$ cat config.mk
export PLATFORM = sky130hd
export DESIGN_NAME = s2x_queue
export DESIGN_NICKNAME = d
export VERILOG_FILES = /design/src/design/s2x_pkg.sv /design/src/design/s2x_queue.sv
export SDC_FILE = /design/constraint.sdc
export NUM_CORES = 1
export LEC_CHECK = 0
export BUFFER_PORTS_ARGS = -buffer_cell sky130_fd_sc_hd__clkbuf_2
export CORE_ASPECT_RATIO = 1.25
export CORE_MARGIN = 2
export CORE_UTILIZATION = 48
export CTS_CLUSTER_SIZE = 28
export DETAILED_ROUTE_END_ITERATION = 6
export PLACE_DENSITY_LB_ADDON = 0.3
export SYNTH_ARGS = -nofsm -noshare
export SYNTH_HDL_FRONTEND = slang
export SYNTH_SLANG_ARGS = --single-unit
export TNS_END_PERCENT = 30
$ cat constraint.sdc
create_clock -name aclk -period 2.2 [get_ports aclk]
set_input_delay 0.22 -clock aclk [delete_from_list [all_inputs] [get_ports aclk]]
set_output_delay 0.22 -clock aclk [all_outputs]
set_load 0.02 [all_outputs]
$ cat src/design/s2x_pkg.sv
// shared constants, types and codes for the scale2x upscaler
`default_nettype none
package s2x_pkg;

    localparam int MAX_WIDTH    = 1024;
    localparam int PIXEL_BITS   = 16;
    localparam int HEIGHT_LIMIT = 512;

    localparam int COL_BITS   = (MAX_WIDTH > 1) ? $clog2(MAX_WIDTH) : 1;
    localparam int CNT_BITS   = COL_BITS + 1;
    localparam int HALF_DEPTH = (MAX_WIDTH + 1) / 2;
    localparam int HALF_BITS  = (HALF_DEPTH > 1) ? $clog2(HALF_DEPTH) : 1;

    localparam int FW_BITS      = 11;
    localparam int FH_BITS      = 10;
    localparam int ROW_BITS     = 9;
    localparam int CFG_BITS     = 11;
    localparam int CFG_IDX_BITS = 1;

    localparam int S_DATA_BITS = ((PIXEL_BITS + 7) / 8) * 8;
    localparam int M_DATA_BITS = ((4 * PIXEL_BITS + 7) / 8) * 8;

    localparam logic [FW_BITS-1:0] FW_RESET = FW_BITS'(320);
    localparam logic [FH_BITS-1:0] FH_RESET = FH_BITS'(240);

    typedef enum logic [0:0] {
        FUNC_PIXEL = 1'b0,
        FUNC_FLUSH = 1'b1
    } func_t;

    typedef enum logic [CFG_IDX_BITS-1:0] {
        REG_FRAME_WIDTH  = 1'b0,
        REG_FRAME_HEIGHT = 1'b1
    } cfg_reg_t;

    typedef logic [PIXEL_BITS-1:0] pixel_t;

    // one classified transaction handed from front to back
    typedef struct packed {
        logic                is_drain;
        logic                emit;
        logic                b_is_e;
        logic                row_end;
        logic                frame_end;
        logic [COL_BITS-1:0] col;
        pixel_t              pixel;
    } cmd_t;

endpackage
`default_nettype wire

$ cat src/design/s2x_queue.sv
// small command fifo between front and back
`default_nettype none
module s2x_queue (
    input  wire logic          aclk,
    input  wire logic          aresetn,
    input  wire logic          push,
    input  wire s2x_pkg::cmd_t push_cmd,
    output logic               full,
    input  wire logic          pop,
    output logic               head_valid,
    output s2x_pkg::cmd_t      head_cmd
);
    import s2x_pkg::*;

    localparam int Q_DEPTH  = 4;
    localparam int PTR_BITS = $clog2(Q_DEPTH);
    localparam int CNT_W    = $clog2(Q_DEPTH + 1);

    cmd_t                entry_reg [Q_DEPTH];
    logic [PTR_BITS-1:0] wr_ptr_reg, rd_ptr_reg;
    logic [CNT_W-1:0]    count_reg;
    logic                do_push, do_pop;

    assign full       = (count_reg == CNT_W'(Q_DEPTH));
    assign head_valid = (count_reg != '0);
    assign head_cmd   = entry_reg[rd_ptr_reg];
    assign do_push    = push && !full;
    assign do_pop     = pop && head_valid;

    always_ff @(posedge aclk) begin
        if (do_push) begin
            entry_reg[wr_ptr_reg] <= push_cmd;
        end
    end

    always_ff @(posedge aclk) begin
        if (!aresetn) begin
            wr_ptr_reg <= '0;
            rd_ptr_reg <= '0;
            count_reg  <= '0;
        end else begin
            if (do_push) begin
                wr_ptr_reg <= wr_ptr_reg + PTR_BITS'(1);
            end
            if (do_pop) begin
                rd_ptr_reg <= rd_ptr_reg + PTR_BITS'(1);
            end
            if (do_push && !do_pop) begin
                count_reg <= count_reg + CNT_W'(1);
            end else if (do_pop && !do_push) begin
                count_reg <= count_reg - CNT_W'(1);
            end
        end
    end

endmodule
`default_nettype wire

==> run_results.csv <==
group,metric,value,unit
clocking,cts_tree,"done",
synth,synth_edf_count,124,
worst_setup_path,cp_max_fo,6,
final_layout,largest_reg_flops,124,
global_routing,grt_max_degree,27,
synth,yosys-top-cells-area,"edfxtp_1, mux4_2, dfxtp_1, ha_1, and2_1",
clocking,clock_latency,0.41,ns
global_routing,grt_pass1_vias,2467,
outcome,run_status,"complete, no violations",
detailed_routing,wl_per_cell,19.1,um
worst_setup_path,start_kind,"flop",
detailed_routing,ant_nets,0,
power_and_ir_drop,ir_worst_vdd,0.626,mV
final_layout,drive_above_1_share,48.5,%
global_routing,antenna_found_initial,0,
global_routing,grt_remaining_overflow,0,
clocking,root_buffer,"clkbuf_16",
clocking,cts_setup_buffers,0,
timing,hold-worst-slack,0.0269,ns
timing,hold_viol,0,
place,port_buffers,67,
floorplan,pin_count,68,
timing,fmax,0.485,GHz
timing,fin_crit,2.06,ns
synth,synth.net_count,250,
floorplan,initial_core_util,49.1,%
clocking,clock_sinks,133,
worst_setup_path,cp.required,2.53,ns
timing,slew-limit-headroom,76.4,%
floorplan,die_area,11200,sq um
timing,setup_violations,0,
clocking,cts_buffers,17,
clocking,clkTransAtPathRegs,0.05,ns
clocking,hold_buffers,0,
synth,syn_area,4960,sq um
synth,synthArstFlopShare,0,%
detailed_routing,first_iter_violations,106,
floorplan,core_area,10100,sq um
synth,synth.distinct_cells,22,
global_routing,grt_pass1_wl,13.0,mm
worst_setup_path,path_class,"reg -> reg",
clocking,clock_path_buffers,2,
floorplan,die_w,94.9,um
timing,period_share,93.7,%
synth,synth_flop_cell,"edfxtp_1",
timing,slew_viol_final,0,
place,routabilityCongestion,0.696,
worst_setup_path,critPathCaptureType,"flop",
synth,avgSynthCellArea,23.7,sq um
timing,final.setup.tns,0,ns
detailed_routing,wirelength,8.35,mm
synth,yosys_warnings,0,
floorplan,die_y,118,um
timing,rsz0062_at_grt,"false",
detailed_routing,drt_first_pass_iters,5,
detailed_routing,drc_errors,0,
min_path,hold_class,"in -> reg",
power_and_ir_drop,powerDensity,1300,nW/um^2
synth,synth_top_area_share,75.0,%
final_layout,syn2layout_area_growth,24.9,%
floorplan,row_count,41,
timing,fin_skew,0.00961,ns
synth,yosysMostFrequentCell,"edfxtp_1",
clocking,post_cts_resized,0,
final_layout,fin_nets,337,
timing,worst_slew_pin_slew,0.354,ns
final_layout,n_fill_cell,704,
synth,netlist_top_cells_count,"edfxtp_1, mux4_2, dfxtp_1, and2_1, ha_1",
global_routing,grt.total_usage,16.5,%
synth,synth_area_leader_cell,"edfxtp_1",
power_and_ir_drop,p_leak,2.16,nW
synth,synth-seq-cells,133,
synth,syn_inst,209,
final_layout,antenna_cells,0,
place,dp_hpwl,5.07,mm
flow_run,maxCapViolCount,0,
clocking,ctsHtreeMaxLevel,4,
synth,ys_seq_area_share,78.7,%
detailed_routing,num_vias,2306,
detailed_routing,avgViaCountPerCell,5.26,
worst_setup_path,arrival,2.39,ns
-- cells in the final DEF (no fill, tap or decap), drive strengths merged, types with 2 or more instances in the layout --
cell type    n
edfxtp     124
and2         8
mux4        31
xnor2        3
ha           5
clkinv       3
clkbuf      88
nor2b        2
or3          2
clkinvlp     5
bufinv       4
nand2        4
mux2i        3
buf          8
inv          3
dfxtp        9
-- metal layers --
| layer | vias up | GRT usage (%) | wire (um) |
|---|---|---|---|
| met4 | 0 | 7.07 | 85 |
| met3 | 5 | 6.85 | 439 |
| met5 | - | 0 | 0 |
| met1 | 1195 | 18.7 | 3270 |
| met2 | 62 | 27.1 | 4560 |
| li1 | 1044 | - | - |
-- kinds of logic (layout without fill, tap and decap cells) --
| group | after synthesis | after routing | synth area share, % |
|---|---|---|---|
| flip-flops | 133 | 133 | 78.7 |
| multiplexers | 34 | 34 | 14.7 |
| AND/OR/NAND/NOR | 17 | 17 | 2.09 |
| buffers and inverters | 11 | 111 | 1.51 |
| adder cells (fa/ha/maj) | 6 | 6 | 1.66 |
| AO/OA/AOI/OAI | 4 | 4 | 0.681 |
| XOR/XNOR | 4 | 4 | 0.706 |
-- where the power goes --
group	switching, W	total [W]	internal [W]
registers	0.000157	0.00325	0.00309
logic	0.00100	0.00187	0.000870
clock network	0.000976	0.00296	0.00198
-- worst max-delay path: stages (launching register included) --
cell	delay (ns)
dfxtp_1	0.35
nor3b_2	0.18
nor2b_1	0.19
ha_1	0.22
inv_1	0.06
fa_1	0.37
xor2_1	0.16
or3_1	0.30
a21boi_0	0.15
-- stage by stage --
stage	cell area (sq um)	setup slack [ns]	cells	util, %	total power (W)
after floorplan	4960	0.121	209	-	0.00456
after global routing	6200	0.0331	438	61.3	0.00841
after global placement	5530	0.212	405	54.7	0.00510
after detailed placement	5530	0.0755	405	54.7	0.00514
final	6200	0.138	438	61.3	0.00807
after CTS	6170	0.0432	437	61.0	0.00812
-- cell type report --
class / count / area (sq um) / area share [%]
flip-flops and latches: 133 / 3910 / 63.1
multi-input cells: 65 / 988 / 15.9
repair buffers: 76 / 483 / 7.79
clock buffers: 20 / 467 / 7.53
clock inverters: 12 / 176 / 2.85
well taps: 129 / 161 / 2.60
inverters: 3 / 11.3 / 0.182
-- worst paths after layout --
check                startpoint               to  slack, ns  depth (start not counted)
setup / recovery   count_reg[2]     count_reg[2]       0.14                          8
hold / removal      push_cmd[9]  entry_reg[0][9]       0.03                          1
setup reg to reg   count_reg[2]     count_reg[2]       0.14                          8
hold reg to reg   wr_ptr_reg[0]    wr_ptr_reg[0]       0.52                          2
Power figures use the tool's default switching activity.
