File: config.mk
export PLATFORM = sky130hd
export DESIGN_NAME = s2x_front
export DESIGN_NICKNAME = d
export VERILOG_FILES = /design/src/design/s2x_pkg.sv /design/src/design/s2x_front.sv
export SDC_FILE = /design/constraint.sdc
export NUM_CORES = 1
export LEC_CHECK = 0
export ABC_AREA = 1
export BUFFER_PORTS_ARGS = -buffer_cell sky130_fd_sc_hd__buf_2
export CORE_MARGIN = 5
export CORE_UTILIZATION = 61
export CTS_CLUSTER_DIAMETER = 30
export DETAILED_ROUTE_END_ITERATION = 10
export MAX_ROUTING_LAYER = met4
export PLACE_DENSITY = 0.86
export SLEW_MARGIN = 15
export SYNTH_ARGS = -nofsm -noshare
export SYNTH_HDL_FRONTEND = slang
export SYNTH_SLANG_ARGS = --single-unit
File: constraint.sdc
create_clock -name aclk -period 4.9 [get_ports aclk]
set_input_delay 0.49 -clock aclk [delete_from_list [all_inputs] [get_ports aclk]]
set_output_delay 0.49 -clock aclk [all_outputs]
set_load 0.02 [all_outputs]
File: src/design/s2x_pkg.sv
// shared constants, types and codes for the scale2x upscaler
`default_nettype none
package s2x_pkg;

    localparam int MAX_WIDTH    = 1024;
    localparam int PIXEL_BITS   = 16;
    localparam int HEIGHT_LIMIT = 512;

    localparam int COL_BITS   = (MAX_WIDTH > 1) ? $clog2(MAX_WIDTH) : 1;
    localparam int CNT_BITS   = COL_BITS + 1;
    localparam int HALF_DEPTH = (MAX_WIDTH + 1) / 2;
    localparam int HALF_BITS  = (HALF_DEPTH > 1) ? $clog2(HALF_DEPTH) : 1;

    localparam int FW_BITS      = 11;
    localparam int FH_BITS      = 10;
    localparam int ROW_BITS     = 9;
    localparam int CFG_BITS     = 11;
    localparam int CFG_IDX_BITS = 1;

    localparam int S_DATA_BITS = ((PIXEL_BITS + 7) / 8) * 8;
    localparam int M_DATA_BITS = ((4 * PIXEL_BITS + 7) / 8) * 8;

    localparam logic [FW_BITS-1:0] FW_RESET = FW_BITS'(320);
    localparam logic [FH_BITS-1:0] FH_RESET = FH_BITS'(240);

    typedef enum logic [0:0] {
        FUNC_PIXEL = 1'b0,
        FUNC_FLUSH = 1'b1
    } func_t;

    typedef enum logic [CFG_IDX_BITS-1:0] {
        REG_FRAME_WIDTH  = 1'b0,
        REG_FRAME_HEIGHT = 1'b1
    } cfg_reg_t;

    typedef logic [PIXEL_BITS-1:0] pixel_t;

    // one classified transaction handed from front to back
    typedef struct packed {
        logic                is_drain;
        logic                emit;
        logic                b_is_e;
        logic                row_end;
        logic                frame_end;
        logic [COL_BITS-1:0] col;
        pixel_t              pixel;
    } cmd_t;

endpackage
`default_nettype wire

File: src/design/s2x_front.sv
// front end: accepts pixels and flush ticks, tracks position, issues commands
`default_nettype none
module s2x_front (
    input  wire logic                                aclk,
    input  wire logic                                aresetn,
    input  wire logic                                cfg_wr_en,
    input  wire logic [s2x_pkg::CFG_IDX_BITS-1:0]    cfg_index,
    input  wire logic [s2x_pkg::CFG_BITS-1:0]        cfg_wdata,
    input  wire logic                                in_valid,
    input  wire logic                                in_func,
    input  wire logic [s2x_pkg::PIXEL_BITS-1:0]      in_pixel,
    output logic                                     in_ready,
    input  wire logic                                q_full,
    output logic                                     q_push,
    output s2x_pkg::cmd_t                            q_cmd
);
    import s2x_pkg::*;

    localparam int CMPW = (CNT_BITS > FW_BITS) ? CNT_BITS : FW_BITS;

    logic [FW_BITS-1:0]  frame_width_reg;
    logic [FH_BITS-1:0]  frame_height_reg;
    logic [COL_BITS-1:0] column_count_reg, column_count_next;
    logic [ROW_BITS-1:0] row_count_reg, row_count_next;
    logic [COL_BITS-1:0] drain_count_reg, drain_count_next;
    logic                drain_pending_reg, drain_pending_next;
    logic                drain_top_reg, drain_top_next;

    logic [CMPW-1:0]     fw_ext, eff_w;
    logic [FH_BITS-1:0]  eff_h;
    logic [COL_BITS-1:0] cur_col;
    logic                last_col, last_row, accept, is_flush;

    assign in_ready = !q_full;
    assign accept   = in_valid && in_ready;
    assign is_flush = (in_func == FUNC_FLUSH);

    always_comb begin
        fw_ext = CMPW'(frame_width_reg);
        if (fw_ext == '0) begin
            eff_w = CMPW'(1);
        end else if (fw_ext > CMPW'(MAX_WIDTH)) begin
            eff_w = CMPW'(MAX_WIDTH);
        end else begin
            eff_w = fw_ext;
        end
        if (frame_height_reg == '0) begin
            eff_h = FH_BITS'(1);
        end else if (frame_height_reg > FH_BITS'(HEIGHT_LIMIT)) begin
            eff_h = FH_BITS'(HEIGHT_LIMIT);
        end else begin
            eff_h = frame_height_reg;
        end
    end

    assign cur_col  = is_flush ? drain_count_reg : column_count_reg;
    assign last_col = (CMPW'(cur_col) + CMPW'(1)) >= eff_w;
    assign last_row = (FH_BITS'(row_count_reg) + FH_BITS'(1)) >= eff_h;

    always_comb begin
        column_count_next  = column_count_reg;
        row_count_next     = row_count_reg;
        drain_count_next   = drain_count_reg;
        drain_pending_next = drain_pending_reg;
        drain_top_next     = drain_top_reg;
        q_push             = 1'b0;
        q_cmd.is_drain     = is_flush;
        q_cmd.emit         = 1'b1;
        q_cmd.b_is_e       = drain_top_reg;
        q_cmd.row_end      = last_col;
        q_cmd.frame_end    = 1'b0;
        q_cmd.col          = cur_col;
        q_cmd.pixel        = in_pixel;
        if (!is_flush) begin
            q_cmd.emit   = (row_count_reg != '0);
            q_cmd.b_is_e = (row_count_reg == ROW_BITS'(1));
            if (accept) begin
                q_push             = 1'b1;
                drain_pending_next = 1'b0;
                if (last_col) begin
                    column_count_next = '0;
                    if (last_row) begin
                        row_count_next     = '0;
                        drain_pending_next = 1'b1;
                        drain_count_next   = '0;
                        drain_top_next     = (row_count_reg == '0);
                    end else begin
                        row_count_next = row_count_reg + ROW_BITS'(1);
                    end
                end else begin
                    column_count_next = column_count_reg + COL_BITS'(1);
                end
            end
        end else begin
            q_cmd.frame_end = last_col;
            // flush with nothing pending is taken and dropped
            if (accept && drain_pending_reg) begin
                q_push = 1'b1;
                if (last_col) begin
                    drain_pending_next = 1'b0;
                    drain_count_next   = '0;
                end else begin
                    drain_count_next = drain_count_reg + COL_BITS'(1);
                end
            end
        end
    end

    always_ff @(posedge aclk) begin
        if (!aresetn) begin
            frame_width_reg   <= FW_RESET;
            frame_height_reg  <= FH_RESET;
            column_count_reg  <= '0;
            row_count_reg     <= '0;
            drain_count_reg   <= '0;
            drain_pending_reg <= 1'b0;
            drain_top_reg     <= 1'b0;
        end else begin
            column_count_reg  <= column_count_next;
            row_count_reg     <= row_count_next;
            drain_count_reg   <= drain_count_next;
            drain_pending_reg <= drain_pending_next;
            drain_top_reg     <= drain_top_next;
            if (cfg_wr_en) begin
                case (cfg_index)
                    REG_FRAME_WIDTH:  frame_width_reg  <= cfg_wdata[FW_BITS-1:0];
                    REG_FRAME_HEIGHT: frame_height_reg <= cfg_wdata[FH_BITS-1:0];
                    default: ;
                endcase
            end
        end
    end

endmodule
`default_nettype wire

==> out/results.md, run 1 <==
| Result | Reported | Unit |
|:---|:---|:---|
| IO Count | 67 | - |
| Most instantiated flip-flop cell in the synthesis netlist | sky130_fd_sc_hd__dfxtp_1 | - |
| Setup repair after global routing missed its margin | no | - |
| Pwr dens | 226 | nW/um^2 |
| Synthesized-area fraction occupied by xor and xnor cells | 4.85 | % |
| Sequential Power Share | 50.6 | % |
| Area growth from synthesis to layout | 3.49 | % |
| Number of unique standard cell types used by synthesis | 40 | - |
| Number of antenna violations at the first check in global routing | 0 | - |
| Hold Path Class | in2reg | - |
| Die footprint | 7900 | um^2 |
| Vert. Die Dim | 88.9 | um |
| CTS tree | yes | - |
| Number of instances in the synthesized netlist | 554 | - |
| Internal power component | 598 | uW |
| Maximum vdd drop | 211 | uV |
| Proportion of synthesized chip area in sequential cells | 27.4 | % |
| Post-route ant nets | 0 | - |
| Synth Area in Compound Gates | 8.97 | % |
| Count of buffers from port buffering | 34 | - |
| Hold bufs inserted after CTS | 0 | - |
| CTS H-tree depth | 2 | - |
| Ratio of cells with drive above 1 in the final layout | 14.9 | % |
| Mean instance size in the synthesized netlist | 6.85 | um^2 |
| Num CTS Buffers | 5 | - |
| Slew Limit Fails | 0 | - |
| Vias after detailed routing | 3459 | - |
| Leakage | 1.99 | nW |
| Category of the worst setup path launch point | primary input | - |
| Drt via density | 5.40 | - |
| Final total negative setup slack | 0 | ns |
| Switching Fraction | 32.6 | % |
| Tot Pwr | 887 | uW |
| Number of synthesized flops with an enable pin | 0 | - |
| Simple-gate area share of the yosys netlist | 36.4 | % |
| WS Path Type | in2out | - |
| NumNets Final | 625 | - |
| Count leader, synth | sky130_fd_sc_hd__nand2_1 | - |
| Placeable core area | 5990 | um^2 |
| Largest family of logic cells by synthesized area | simple AND/OR/NAND/NOR gates | - |
| Required time of the worst setup path | 4.41 | ns |
| Most numerous cell types in the synthesized netlist | sky130_fd_sc_hd__nand2_1, sky130_fd_sc_hd__nor2_1, sky130_fd_sc_hd__inv_1, sky130_fd_sc_hd__dfxtp_1, sky130_fd_sc_hd__nand3_1 | - |
| Clock transition at the registers of the reported paths | 0.10 | ns |
| Final Routed Wirelength | 8.56 | mm |
| Antenna Cells | 0 | - |
| Ranking of synthesized cells by area | sky130_fd_sc_hd__dfxtp_1, sky130_fd_sc_hd__nand2_1, sky130_fd_sc_hd__ha_1 | - |
| Proportion of power drawn by the clock network | 30.8 | % |
| Total overflow reported by the global router | 0 | - |
| Minimum clock period | 3.77 | ns |
| Detailed placer's ending HPWL | 6.71 | mm |
| Post-synthesis cell type with the largest combined area | sky130_fd_sc_hd__dfxtp_1 | - |
| Detailed-route wire length per cell | 13.4 | um |
| Starting utilization of the core area | 63.4 | % |
| Post-synthesis adder-cell area fraction | 8.90 | % |
| Master cell of the clock root buffer | sky130_fd_sc_hd__clkbuf_8 | - |
| Peak clock frequency supported by timing | 265 | MHz |
| Top cell type's share of synthesized area | 27.4 | % |
| Hold violation count in the final report | 0 | - |
| First-pass GRT wire length | 14.7 | mm |
| Transition time of the tightest slew-check pin | 0.661 | ns |
| Number of sinks on the clock net | 52 | - |
| Via count of the first global-routing pass | 3333 | - |
| Logic pwr share | 18.6 | % |
| Clock network latency to the later pin of the worst-skew pair | 0.32 | ns |
| Net load switching power | 289 | uW |
| Share of cell area taken by muxes after synthesis | 0 | % |
| Internal reg-to-reg setup slack | 1.58 | ns |
| Fill cell instance count of the final layout | 525 | - |
| Worst clock skew on the final layout | 0.00801 | ns |
| Part of the cycle the worst path needs | 77.0 | % |
| Remaining max-slew budget at the tightest pin | 55.8 | % |
| Maximum clock insertion buffer count | 2 | - |
| Number of synthesized register bits | 52 | - |
| Post-CTS setup repair buffer count | 0 | - |
| Max Fanout on Critical Path | 22 | - |
| Die width | 88.9 | um |
| Maximum number of pins on one net before global-route repair | 37 | - |
| CP Capture Type | output port | - |
| Weighted congestion at the end of routability-driven global placement | 1.01 | - |
| Number of maximum-capacitance constraint violations | 0 | - |
| Cell Rows | 28 | - |
| Cell Area, Synth | 3800 | um^2 |
| Number of remaining DRC errors | 0 | - |
| Total global-route track usage | 24.2 | % |
| Post-Synthesis Net Count | 615 | - |
| Max FFs per register | 11 | - |
| Setup violators final | 0 | - |
| YS warnings | 0 | - |
| Proportion of synthesized flip-flops having asynchronous set or reset | 0 | % |
| Number of iterations in the first detailed-routing pass | 5 | - |
| Cts repair resizes | 0 | - |
| Outcome | completed | - |
| DRC violation total after the first TritonRoute iteration | 273 | - |
| Worst EP arrival | 3.28 | ns |
-- layout make-up --
cell class / count / area [um^2] / area share, %
multi-input cells: 397 / 2240 / 57.1
inverters: 74 / 283 / 7.20
well taps: 75 / 93.8 / 2.39
clock inverters: 3 / 28.8 / 0.732
repair buffers: 34 / 170 / 4.33
clock buffers: 5 / 68.8 / 1.75
flip-flops and latches: 52 / 1040 / 26.5
-- worst paths after layout --
kind                                     startpoint                   to  cells after the start
worst max-delay path                        in_func            q_cmd[26]                     19
worst max register to register  column_count_reg[1]  column_count_reg[9]                     18
worst min register to register    drain_pending_reg    drain_pending_reg                      2
worst min-delay path                   cfg_wdata[6]  frame_height_reg[6]                      3
-- cell usage in the layout (no fill, tap or decap), types with 7 or more instances in the layout --
| cell type | count |
|---|---|
| sky130_fd_sc_hd__a21oi_1 | 19 |
| sky130_fd_sc_hd__buf_2 | 34 |
| sky130_fd_sc_hd__dfxtp_1 | 52 |
| sky130_fd_sc_hd__ha_1 | 27 |
| sky130_fd_sc_hd__inv_1 | 67 |
| sky130_fd_sc_hd__nand2_1 | 133 |
| sky130_fd_sc_hd__nand2_2 | 7 |
| sky130_fd_sc_hd__nand3_1 | 35 |
| sky130_fd_sc_hd__nand4_1 | 10 |
| sky130_fd_sc_hd__nor2_1 | 71 |
| sky130_fd_sc_hd__o21ai_0 | 24 |
| sky130_fd_sc_hd__xor2_1 | 20 |
-- power by group through the flow --
stage	Combinational (mW)	Clock (mW)	Sequential (mW)
after floorplan	0.149	0	0.455
after global placement	0.159	0	0.458
after detailed placement	0.164	0	0.459
after CTS	0.164	0.276	0.449
after global routing	0.188	0.300	0.452
final	0.165	0.273	0.449
-- metal layers --
layer | vias up | track usage, % | share of wire [%]
met1 | 1570 | 29.9 | 44
met5 | - | - | 0
met4 | 0 | 6.46 | 1.4
met3 | 14 | 4.66 | 6.4
met2 | 117 | 40.1 | 48
li1 | 1758 | - | -
-- cell families (layout without fill, tap and decap cells) --
kind of cell    after synthesis  in the layout
compound gates               59             59
xor+xnor                     21             21
fa+ha+maj                    27             27
buf+inv                     105            116
flops                        52             52
simple gates                290            290
-- worst max-delay path: stages --
cell	delay, ns
sky130_fd_sc_hd__buf_2	0.32
sky130_fd_sc_hd__nor2_1	0.12
sky130_fd_sc_hd__a21oi_2	0.28
sky130_fd_sc_hd__ha_1	0.21
sky130_fd_sc_hd__inv_1	0.08
sky130_fd_sc_hd__nor2_4	0.14
sky130_fd_sc_hd__nand3_2	0.08
sky130_fd_sc_hd__nand3b_4	0.18
sky130_fd_sc_hd__xor2_1	0.15
sky130_fd_sc_hd__ha_1	0.34
sky130_fd_sc_hd__nand2_1	0.11
sky130_fd_sc_hd__inv_1	0.04
sky130_fd_sc_hd__nand2_1	0.07
sky130_fd_sc_hd__nor2_1	0.05
sky130_fd_sc_hd__nand2_1	0.06
sky130_fd_sc_hd__nand2_1	0.10
sky130_fd_sc_hd__nor2_4	0.21
sky130_fd_sc_hd__nor2_1	0.06
sky130_fd_sc_hd__buf_2	0.17
-- per-stage QoR --
step	cells	hold WS, ns	worst slack, ns	instance area [um^2]	util (%)
4_1_cts	640	0.384	1.15	3930	65.6
5_1_grt	640	0.382	0.888	3930	65.6
3_3_place_gp	632	0.457	1.33	3830	64.0
2_1_floorplan	554	0.439	1.45	3800	-
6_report	640	0.393	1.13	3930	65.6
3_5_place_dp	632	0.462	1.18	3830	64.0
Note: power is estimated with default switching activity, not from simulation.
==> run 2: changes to the inputs <==
ABC_AREA = 0   (was 1)
CORE_UTILIZATION = 56   (was 61)
PLACE_DENSITY = 0.81   (was 0.86)
clock period = 3.8 ns   (was 4.9 ns; I/O delays follow)
==> run 2 against run 1 <==
  * Clock power up 42%
  * Combinational power down 17%
  * Utilization down 4.4 points
  * Non-clock buffer count up 3
  * Critical endpoint unchanged
==> out/results.md, run 2 <==
| Result | Reported | Unit | Delta |
|:---|:---|:---|:---|
| Number of antenna violations at the first check in global routing | 0 | - | unchanged |
| Starting utilization of the core area | 57.3 | % | was 63.4% |
| Setup repair after global routing missed its margin | no | - | unchanged |
| Hold violation count in the final report | 0 | - | unchanged |
| NumNets Final | 518 | - | was 625 |
| Cell Rows | 28 | - | unchanged |
| Detailed placer's ending HPWL | 5.80 | mm | was 6.71 mm |
| Number of synthesized flops with an enable pin | 0 | - | unchanged |
| Number of instances in the synthesized netlist | 446 | - | was 554 |
| Number of iterations in the first detailed-routing pass | 5 | - | unchanged |
| Die footprint | 7720 | um^2 | was 7900 um^2 |
| Final Routed Wirelength | 7.57 | mm | was 8.56 mm |
| Hold Path Class | in2reg | - | unchanged |
| WS Path Type | in2out | - | unchanged |
| Final total negative setup slack | 0 | ns | unchanged |
| Part of the cycle the worst path needs | 95.5 | % |  |
| Die width | 87.9 | um | was 88.9 um |
| Util after Layout | 61.1 | % | was 65.6% |
| Tot Pwr | 1.11 | mW | was 887 uW |
| Maximum vdd drop | 200 | uV | was 211 uV |
| Count of buffers from port buffering | 34 | - | unchanged |
| Pwr dens | 306 | nW/um^2 | was 226 nW/um^2 |
| Category of the worst setup path launch point | primary input | - | unchanged |
| Most instantiated flip-flop cell in the synthesis netlist | sky130_fd_sc_hd__dfxtp_1 | - | unchanged |
| Peak clock frequency supported by timing | 276 | MHz |  |
| Count leader, synth | sky130_fd_sc_hd__nand2_1 | - | unchanged |
| Final cell count without fillers | 533 | - | was 640 |
| Cts repair resizes | 0 | - | unchanged |
| Detailed-route wire length per cell | 14.2 | um | was 13.4 um |
| Max FFs per register | 11 | - | unchanged |
| Cells along the critical path | buf_2 -> mux2i_1 -> inv_1 -> nand4_1 -> nand2b_1 -> xnor2_1 -> ha_1 -> nand4_1 -> nor2_1 -> a311oi_4 -> and2_4 -> inv_2 -> and2_1 -> buf_2 | - | was buf_2 -> nor2_1 -> a21oi_2 -> ha_1 -> inv_1 -> nor2_4 -> nand3_2 -> nand3b_4 -> xor2_1 -> ha_1 -> nand2_1 -> inv_1 -> nand2_1 -> nor2_1 -> nand2_1 -> nand2_1 -> nor2_4 -> nor2_1 -> buf_2 |
| YS warnings | 0 | - | unchanged |
| Slowest library cell on the worst path | sky130_fd_sc_hd__mux2i_1 | - | was sky130_fd_sc_hd__ha_1 |
| Outcome | completed | - | unchanged |
| Via count of the first global-routing pass | 2674 | - | was 3333 |
| Number of sinks on the clock net | 52 | - | unchanged |
| Total global-route track usage | 20.6 | % | was 24.2% |
| Delay of the slowest cell on the worst path | 0.46 | ns | was 0.34 ns |
| Final worst hold slack | 0.303 | ns | was 0.393 ns |
| Proportion of synthesized flip-flops having asynchronous set or reset | 0 | % | unchanged |
| Post-route ant nets | 0 | - | unchanged |
| First-pass GRT wire length | 12.3 | mm | was 14.7 mm |
| Transition time of the tightest slew-check pin | 0.923 | ns | was 0.661 ns |
| Ranking of synthesized cells by area | sky130_fd_sc_hd__dfxtp_1, sky130_fd_sc_hd__nand2_1, sky130_fd_sc_hd__ha_1 | - | unchanged |
| Ratio of cells with drive above 1 in the final layout | 14.0 | % | was 14.9% |
| Number of remaining DRC errors | 0 | - | unchanged |
| Vert. Die Dim | 87.9 | um | was 88.9 um |
| Max Fanout on Critical Path | 16 | - | was 22 |
| Slew Limit Fails | 0 | - | unchanged |
| Post-synthesis cell type with the largest combined area | sky130_fd_sc_hd__dfxtp_1 | - | unchanged |
| Master cell of the clock root buffer | sky130_fd_sc_hd__clkbuf_8 | - | unchanged |
| Area growth from synthesis to layout | 6.63 | % | was 3.49% |
| Fill cell instance count of the final layout | 512 | - | was 525 |
| Num CTS Buffers | 5 | - | unchanged |
| Clock transition at the registers of the reported paths | 0.09 | ns | was 0.10 ns |
| Most numerous cell types in the synthesized netlist | sky130_fd_sc_hd__nand2_1, sky130_fd_sc_hd__dfxtp_1, sky130_fd_sc_hd__a21oi_1, sky130_fd_sc_hd__nor2_1, sky130_fd_sc_hd__ha_1 | - | was sky130_fd_sc_hd__nand2_1, sky130_fd_sc_hd__nor2_1, sky130_fd_sc_hd__inv_1, sky130_fd_sc_hd__dfxtp_1, sky130_fd_sc_hd__nand3_1 |
| Number of synthesized register bits | 52 | - | unchanged |
| Post-CTS setup repair buffer count | 0 | - | unchanged |
| Required time of the worst setup path | 3.42 | ns | was 4.41 ns |
| DRC violation total after the first TritonRoute iteration | 221 | - | was 273 |
| Top cell type's share of synthesized area | 30.7 | % | was 27.4% |
| Worst clock skew on the final layout | 0.0121 | ns | was 0.00801 ns |
| Antenna Cells | 0 | - | unchanged |
| Worst EP arrival | 3.25 | ns | was 3.28 ns |
| Clock network latency to the later pin of the worst-skew pair | 0.32 | ns | about the same |
| Leakage | 1.53 | nW | was 1.99 nW |
| CTS H-tree depth | 2 | - | unchanged |
| Weighted congestion at the end of routability-driven global placement | 0.848 | - | was 1.01 |
| Minimum clock period | 3.63 | ns |  |
| Drt via density | 5.65 | - | was 5.40 |
| Placeable core area | 5920 | um^2 | was 5990 um^2 |
| CP Capture Type | output port | - | unchanged |
| Highest-count cells in the layout ignoring fill and taps | sky130_fd_sc_hd__nand2_1, sky130_fd_sc_hd__dfxtp_1, sky130_fd_sc_hd__a21oi_1 | - | was sky130_fd_sc_hd__nand2_1, sky130_fd_sc_hd__nor2_1, sky130_fd_sc_hd__inv_1 |
| CTS tree | yes | - | unchanged |
| Total overflow reported by the global router | 0 | - | unchanged |
| Most common cell after layout, fill and taps aside | sky130_fd_sc_hd__nand2_1 | - | unchanged |
| DP Cell Count | 525 | - | was 632 |
| Maximum clock insertion buffer count | 2 | - | unchanged |
| Hold bufs inserted after CTS | 0 | - | unchanged |
| Post-Synthesis Net Count | 507 | - | was 615 |
| Setup violators final | 0 | - | unchanged |
| Cell Area, Synth | 3390 | um^2 | was 3800 um^2 |
| Number of maximum-capacitance constraint violations | 0 | - | unchanged |
| Number of unique standard cell types used by synthesis | 46 | - | was 40 |
| Remaining max-slew budget at the tightest pin | 38.4 | % | was 55.8% |
| Vias after detailed routing | 3014 | - | was 3459 |
| Mean instance size in the synthesized netlist | 7.61 | um^2 | was 6.85 um^2 |
| IO Count | 67 | - | unchanged |
| Proportion of synthesized chip area in sequential cells | 30.7 | % | was 27.4% |
| Maximum number of pins on one net before global-route repair | 30 | - | was 37 |
==> run 2: where the power goes <==
part | total (mW) | switching, mW | internal [mW]
clock | 0.389 | 0.193 | 0.196
combinational | 0.137 | 0.0841 | 0.0530
sequential | 0.582 | 0.0195 | 0.563
total | 1.11 | 0.297 | 0.812
==> run 2: worst paths after layout <==
kind / from / to / slack (ns) / cells past startpoint
max: in_func / q_cmd[26] / 0.17 / 14
min: cfg_wdata[4] / frame_height_reg[4] / 0.30 / 3
max reg2reg: row_count_reg[1] / row_count_reg[3] / 0.46 / 13
min reg2reg: drain_top_reg / drain_top_reg / 0.47 / 2
==> run 2: cell families (layout without fill, tap and decap cells) <==
| group | Yosys count | after routing | share of synthesized area [%] |
|---|---|---|---|
| multiplexers | 14 | 14 | 4.28 |
| buffers and inverters | 49 | 61 | 7.59 |
| flip-flops | 52 | 52 | 30.7 |
| XOR/XNOR | 21 | 21 | 5.42 |
| adder cells (fa/ha/maj) | 27 | 27 | 9.95 |
| AND/OR/NAND/NOR | 208 | 208 | 27.9 |
| AO/OA/AOI/OAI | 75 | 75 | 14.2 |
==> run 2: per-layer routing <==
layer  track usage (%)  vias to the layer above  share of wire (%)  routed length [um]
li1                  -                     1538                  -                   -
met1              26.5                     1375                 47                3580
met2              32.1                       80                 45                3440
met4              6.83                        0                1.9                 147
met3              4.14                       21                5.2                 397
met5                 -                        -                  0                   0
==> run 2: critical path: cells and delay by family <==
family | cells | cell delay [ns]
buf+inv | 4 | 0.66
simple gates | 6 | 0.96
compound gates | 1 | 0.38
xor+xnor | 1 | 0.13
mux | 1 | 0.46
fa+ha+maj | 1 | 0.27
==> run 2: layout make-up <==
cell class / instances / area, um^2 / share of cell area (%)
clock inverter: 2 / 35.0 / 0.968
timing repair buffer: 37 / 193 / 5.32
inverter: 16 / 60.1 / 1.66
tap: 75 / 93.8 / 2.59
clock buffer: 6 / 72.6 / 2.00
multi-input combinational: 345 / 2120 / 58.6
sequential: 52 / 1040 / 28.8
==> run 2: stage by stage <==
step                worst slack [ns]  cell area [um^2]
floorplan                      0.101              3390
global placement               0.282              3480
detailed placement             0.134              3480
CTS                           0.0186              3590
global route                 0.00435              3620
finish                         0.172              3620
==> run 3: changes to the inputs <==
ABC_AREA = 1   (was 0)
CELL_PAD_IN_SITES_DETAIL_PLACEMENT = 1   (was unset)
CELL_PAD_IN_SITES_GLOBAL_PLACEMENT = 2   (was unset)
CORE_UTILIZATION = 31   (was 56)
PLACE_DENSITY = unset   (was 0.81)
PLACE_DENSITY_LB_ADDON = 0.1   (was unset)
RECOVER_POWER = 50   (was unset)
==> run 3 against run 2 <==
  * The run now ends with capacitance limit, slew limit left
  * Sequential power hardly changed
  * Setup slack better by 0.11 ns
  * Flip-flop and latch count stayed put
  * Worst hold slack worse by 0.014 ns
  * Utilization is 27 points lower
  * Final cell count is 34% higher
  * Clock skew is 0.0093 ns lower
  * Fmax is 3.2% higher
  * Die area is 89% higher
  * Largest power group unchanged
==> out/results.md, run 3 (synthesis gave the netlist of run 1 again) <==
| Result | Reported | Unit | Delta |
|:---|:---|:---|:---|
| Outcome | finished with violations | - | was completed |
| Failing checks | capacitance limit, slew limit | - |  |
| Proportion of power drawn by the clock network | 38.6 | % | was 35.1% |
| Crit path top cell by count | sky130_fd_sc_hd__nand2_1 | - |  |
| Starting utilization of the core area | 31.6 | % | was 57.3% |
| Final cell count without fillers | 715 | - | was 533 |
| Ratio of cells with drive above 1 in the final layout | 15.0 | % | was 14.0% |
| Peak clock frequency supported by timing | 285 | MHz | was 276 MHz |
| Maximum number of pins on one net before global-route repair | 37 | - | was 30 |
| Die width | 121 | um | was 87.9 um |
| Vias after detailed routing | 3458 | - | was 3014 |
| Cell depth of the worst min-delay path | 3 | - | unchanged |
| DRC violation total after the first TritonRoute iteration | 91 | - | was 221 |
| Slowest library cell on the worst path | sky130_fd_sc_hd__ha_1 | - | was sky130_fd_sc_hd__mux2i_1 |
| Drt via density | 4.84 | - | was 5.65 |
| First-pass GRT wire length | 18.2 | mm | was 12.3 mm |
| Number of iterations in the first detailed-routing pass | 4 | - | was 5 |
| Count of buffers from port buffering | 34 | - | unchanged |
| Net load switching power | 421 | uW | was 297 uW |
| Number of remaining DRC errors | 0 | - | unchanged |
| Weighted congestion at the end of routability-driven global placement | 0.853 | - | was 0.848 |
| Worst reg2reg startpoint | drain_count_reg[0] | - | was row_count_reg[1] |
| WS Path Type | in2out | - | unchanged |
| Max Fanout on Critical Path | 22 | - | was 16 |
| Delay of the slowest cell on the worst path | 0.35 | ns | was 0.46 ns |
| Num CTS Buffers | 5 | - | unchanged |
| Detailed-route wire length per cell | 15.6 | um | was 14.2 um |
| Final Routed Wirelength | 11.1 | mm | was 7.57 mm |
| Clock transition at the registers of the reported paths | 0.08 | ns | was 0.09 ns |
| Total overflow reported by the global router | 0 | - | unchanged |
| CTS tree | yes | - | unchanged |
| Endpoint of the lowest-slack register-to-register path | row_count_reg[1] | - | was row_count_reg[3] |
| Pwr dens | 320 | nW/um^2 | was 306 nW/um^2 |
| Die footprint | 14600 | um^2 | was 7720 um^2 |
| Minimum clock period | 3.51 | ns | was 3.63 ns |
| Clock network latency to the later pin of the worst-skew pair | 0.31 | ns | was 0.32 ns |
| Number of maximum-capacitance constraint violations | 1 | - | was 0 |
| Setup violators final | 0 | - | unchanged |
| Max FFs per register | 11 | - | unchanged |
| Minimum setup slack in the final design | 0.285 | ns | was 0.172 ns |
| Tot Pwr | 1.31 | mW | was 1.11 mW |
| Detailed placer's ending HPWL | 8.98 | mm | was 5.80 mm |
| Maximum vdd drop | 249 | uV | was 200 uV |
| Switching Fraction | 32.1 | % | was 26.8% |
| Beginning of the worst hold path | cfg_wdata[7] | - | was cfg_wdata[4] |
| Worst Reg-to-Reg Cells | 18 | - | was 13 |
| Post-CTS setup repair buffer count | 0 | - | unchanged |
| Highest-count cells in the layout ignoring fill and taps | sky130_fd_sc_hd__nand2_1, sky130_fd_sc_hd__nor2_1, sky130_fd_sc_hd__inv_1 | - | was sky130_fd_sc_hd__nand2_1, sky130_fd_sc_hd__dfxtp_1, sky130_fd_sc_hd__a21oi_1 |
| Worst clock skew on the final layout | 0.00287 | ns | was 0.0121 ns |
| Crit path buf inv count | 4 | - | unchanged |
| Worst EP arrival | 3.13 | ns | was 3.25 ns |
| Logic pwr share | 17.1 | % | was 12.4% |
| Total global-route track usage | 16.4 | % | was 20.6% |
| Setup repair after global routing missed its margin | no | - | unchanged |
| Placeable core area | 12000 | um^2 | was 5920 um^2 |
| IO Count | 67 | - | unchanged |
| Transition time of the tightest slew-check pin | 1.64 | ns | was 0.923 ns |
| Sequential Power Share | 44.3 | % | was 52.5% |
| CTS H-tree depth | 2 | - | unchanged |
| Category of cells accounting for the largest share of critical-path delay | simple AND/OR/NAND/NOR gates | - | unchanged |
| Maximum clock insertion buffer count | 2 | - | unchanged |
| Final total negative setup slack | 0 | ns | unchanged |
| Category of the worst setup path launch point | primary input | - | unchanged |
| Fill cell instance count of the final layout | 1580 | - | was 512 |
| Cts repair resizes | 0 | - | unchanged |
| Antenna Cells | 0 | - | unchanged |
| Required time of the worst setup path | 3.42 | ns | about the same |
| Hold bufs inserted after CTS | 0 | - | unchanged |
| Hold Path Class | in2reg | - | unchanged |
| Hold violation count in the final report | 0 | - | unchanged |
| Cells along the critical path | buf_2 -> inv_2 -> o21ai_4 -> nand2_2 -> nor2_4 -> nand3_2 -> nand3b_4 -> xor2_1 -> ha_1 -> nand2_1 -> inv_1 -> nand2_1 -> nor2_1 -> nand2_1 -> nand2_1 -> nor2_4 -> nor2_1 -> buf_2 | - | was buf_2 -> mux2i_1 -> inv_1 -> nand4_1 -> nand2b_1 -> xnor2_1 -> ha_1 -> nand4_1 -> nor2_1 -> a311oi_4 -> and2_4 -> inv_2 -> and2_1 -> buf_2 |
| Number of sinks on the clock net | 52 | - | unchanged |
| Area growth from synthesis to layout | 7.88 | % | was 6.63% |
| Multi-input gate area in the final layout | 2240 | um^2 | was 2120 um^2 |
| Master cell of the clock root buffer | sky130_fd_sc_hd__clkbuf_16 | - | was sky130_fd_sc_hd__clkbuf_8 |
| Via count of the first global-routing pass | 3551 | - | was 2674 |
| Sequential cell area | 1040 | um^2 | about the same |
| Slew Limit Fails | 37 | - | was 0 |
| Vert. Die Dim | 121 | um | was 87.9 um |
| Part of the cycle the worst path needs | 92.5 | % | was 95.5% |
| Remaining max-slew budget at the tightest pin | -9.02 | % | was 38.4% |
| CP Capture Type | output port | - | unchanged |
| Leakage | 2.03 | nW | was 1.53 nW |
| Internal power component | 889 | uW | was 812 uW |
| Worst Setup Slack post-DPL | 0.192 | ns | was 0.134 ns |
| Post-route ant nets | 0 | - | unchanged |
| Internal reg-to-reg setup slack | 0.53 | ns | was 0.46 ns |
| Worst Hold Path EP | frame_height_reg[7] | - | was frame_height_reg[4] |
| Most common cell after layout, fill and taps aside | sky130_fd_sc_hd__nand2_1 | - | unchanged |
| Cell Rows | 40 | - | was 28 |
| Number of antenna violations at the first check in global routing | 0 | - | unchanged |
| NumNets Final | 628 | - | was 518 |
| DP Cell Count | 707 | - | was 525 |
## run 3: layout make-up
cell class	count	share of cell area (%)
Inverter	74	6.90
Clock inverter	3	0.703
Tap cell	147	4.49
Multi-Input combinational cell	397	54.8
Sequential cell	52	25.4
Timing Repair Buffer	37	4.64
Clock buffer	5	3.06
## run 3: worst max path at each step
stage / slack (ns) / endpoint / depth (start not counted) / startpoint
final: 0.29 / q_cmd[26] / 18 / in_func
after global routing: 0.02 / q_cmd[26] / 18 / in_func
after CTS: 0.28 / q_cmd[26] / 18 / in_func
after detailed placement: 0.19 / row_count_reg[1] / 18 / in_func
after global placement: 0.31 / row_count_reg[1] / 18 / in_func
after floorplan: 0.57 / q_cmd[26] / 17 / in_func
## run 3: through the flow
step / instance area, um^2 / hold WS [ns] / util [%]
detailed placement: 3940 / 0.465 / 32.8
global placement: 3940 / 0.464 / 32.8
finish: 4100 / 0.289 / 34.1
CTS: 4100 / 0.274 / 34.1
global route: 4100 / 0.306 / 34.1
floorplan: 3800 / 0.439 / -
## run 3: power groups by stage
stage	Combinational, mW	Clock, mW	Sequential, mW
2_1_floorplan	0.192	0	0.587
3_3_place_gp	0.226	0	0.593
3_5_place_dp	0.228	0	0.593
4_1_cts	0.229	0.528	0.581
5_1_grt	0.256	0.548	0.584
6_report	0.225	0.506	0.580
## run 3: metal layers
layer / global-route usage, % / part of all wire (%) / vias up
met1: 21.0 / 49 / 1621
met4: 4.53 / 1.6 / 0
met5: - / 0 / -
met3: 3.32 / 3.9 / 13
li1: - / - / 1768
met2: 26.3 / 46 / 56
## run 3: tightest hold or removal path, delay by kind of cell
family | cells | cell delay, ns
buf+inv | 1 | 0.09
simple gates | 2 | 0.10
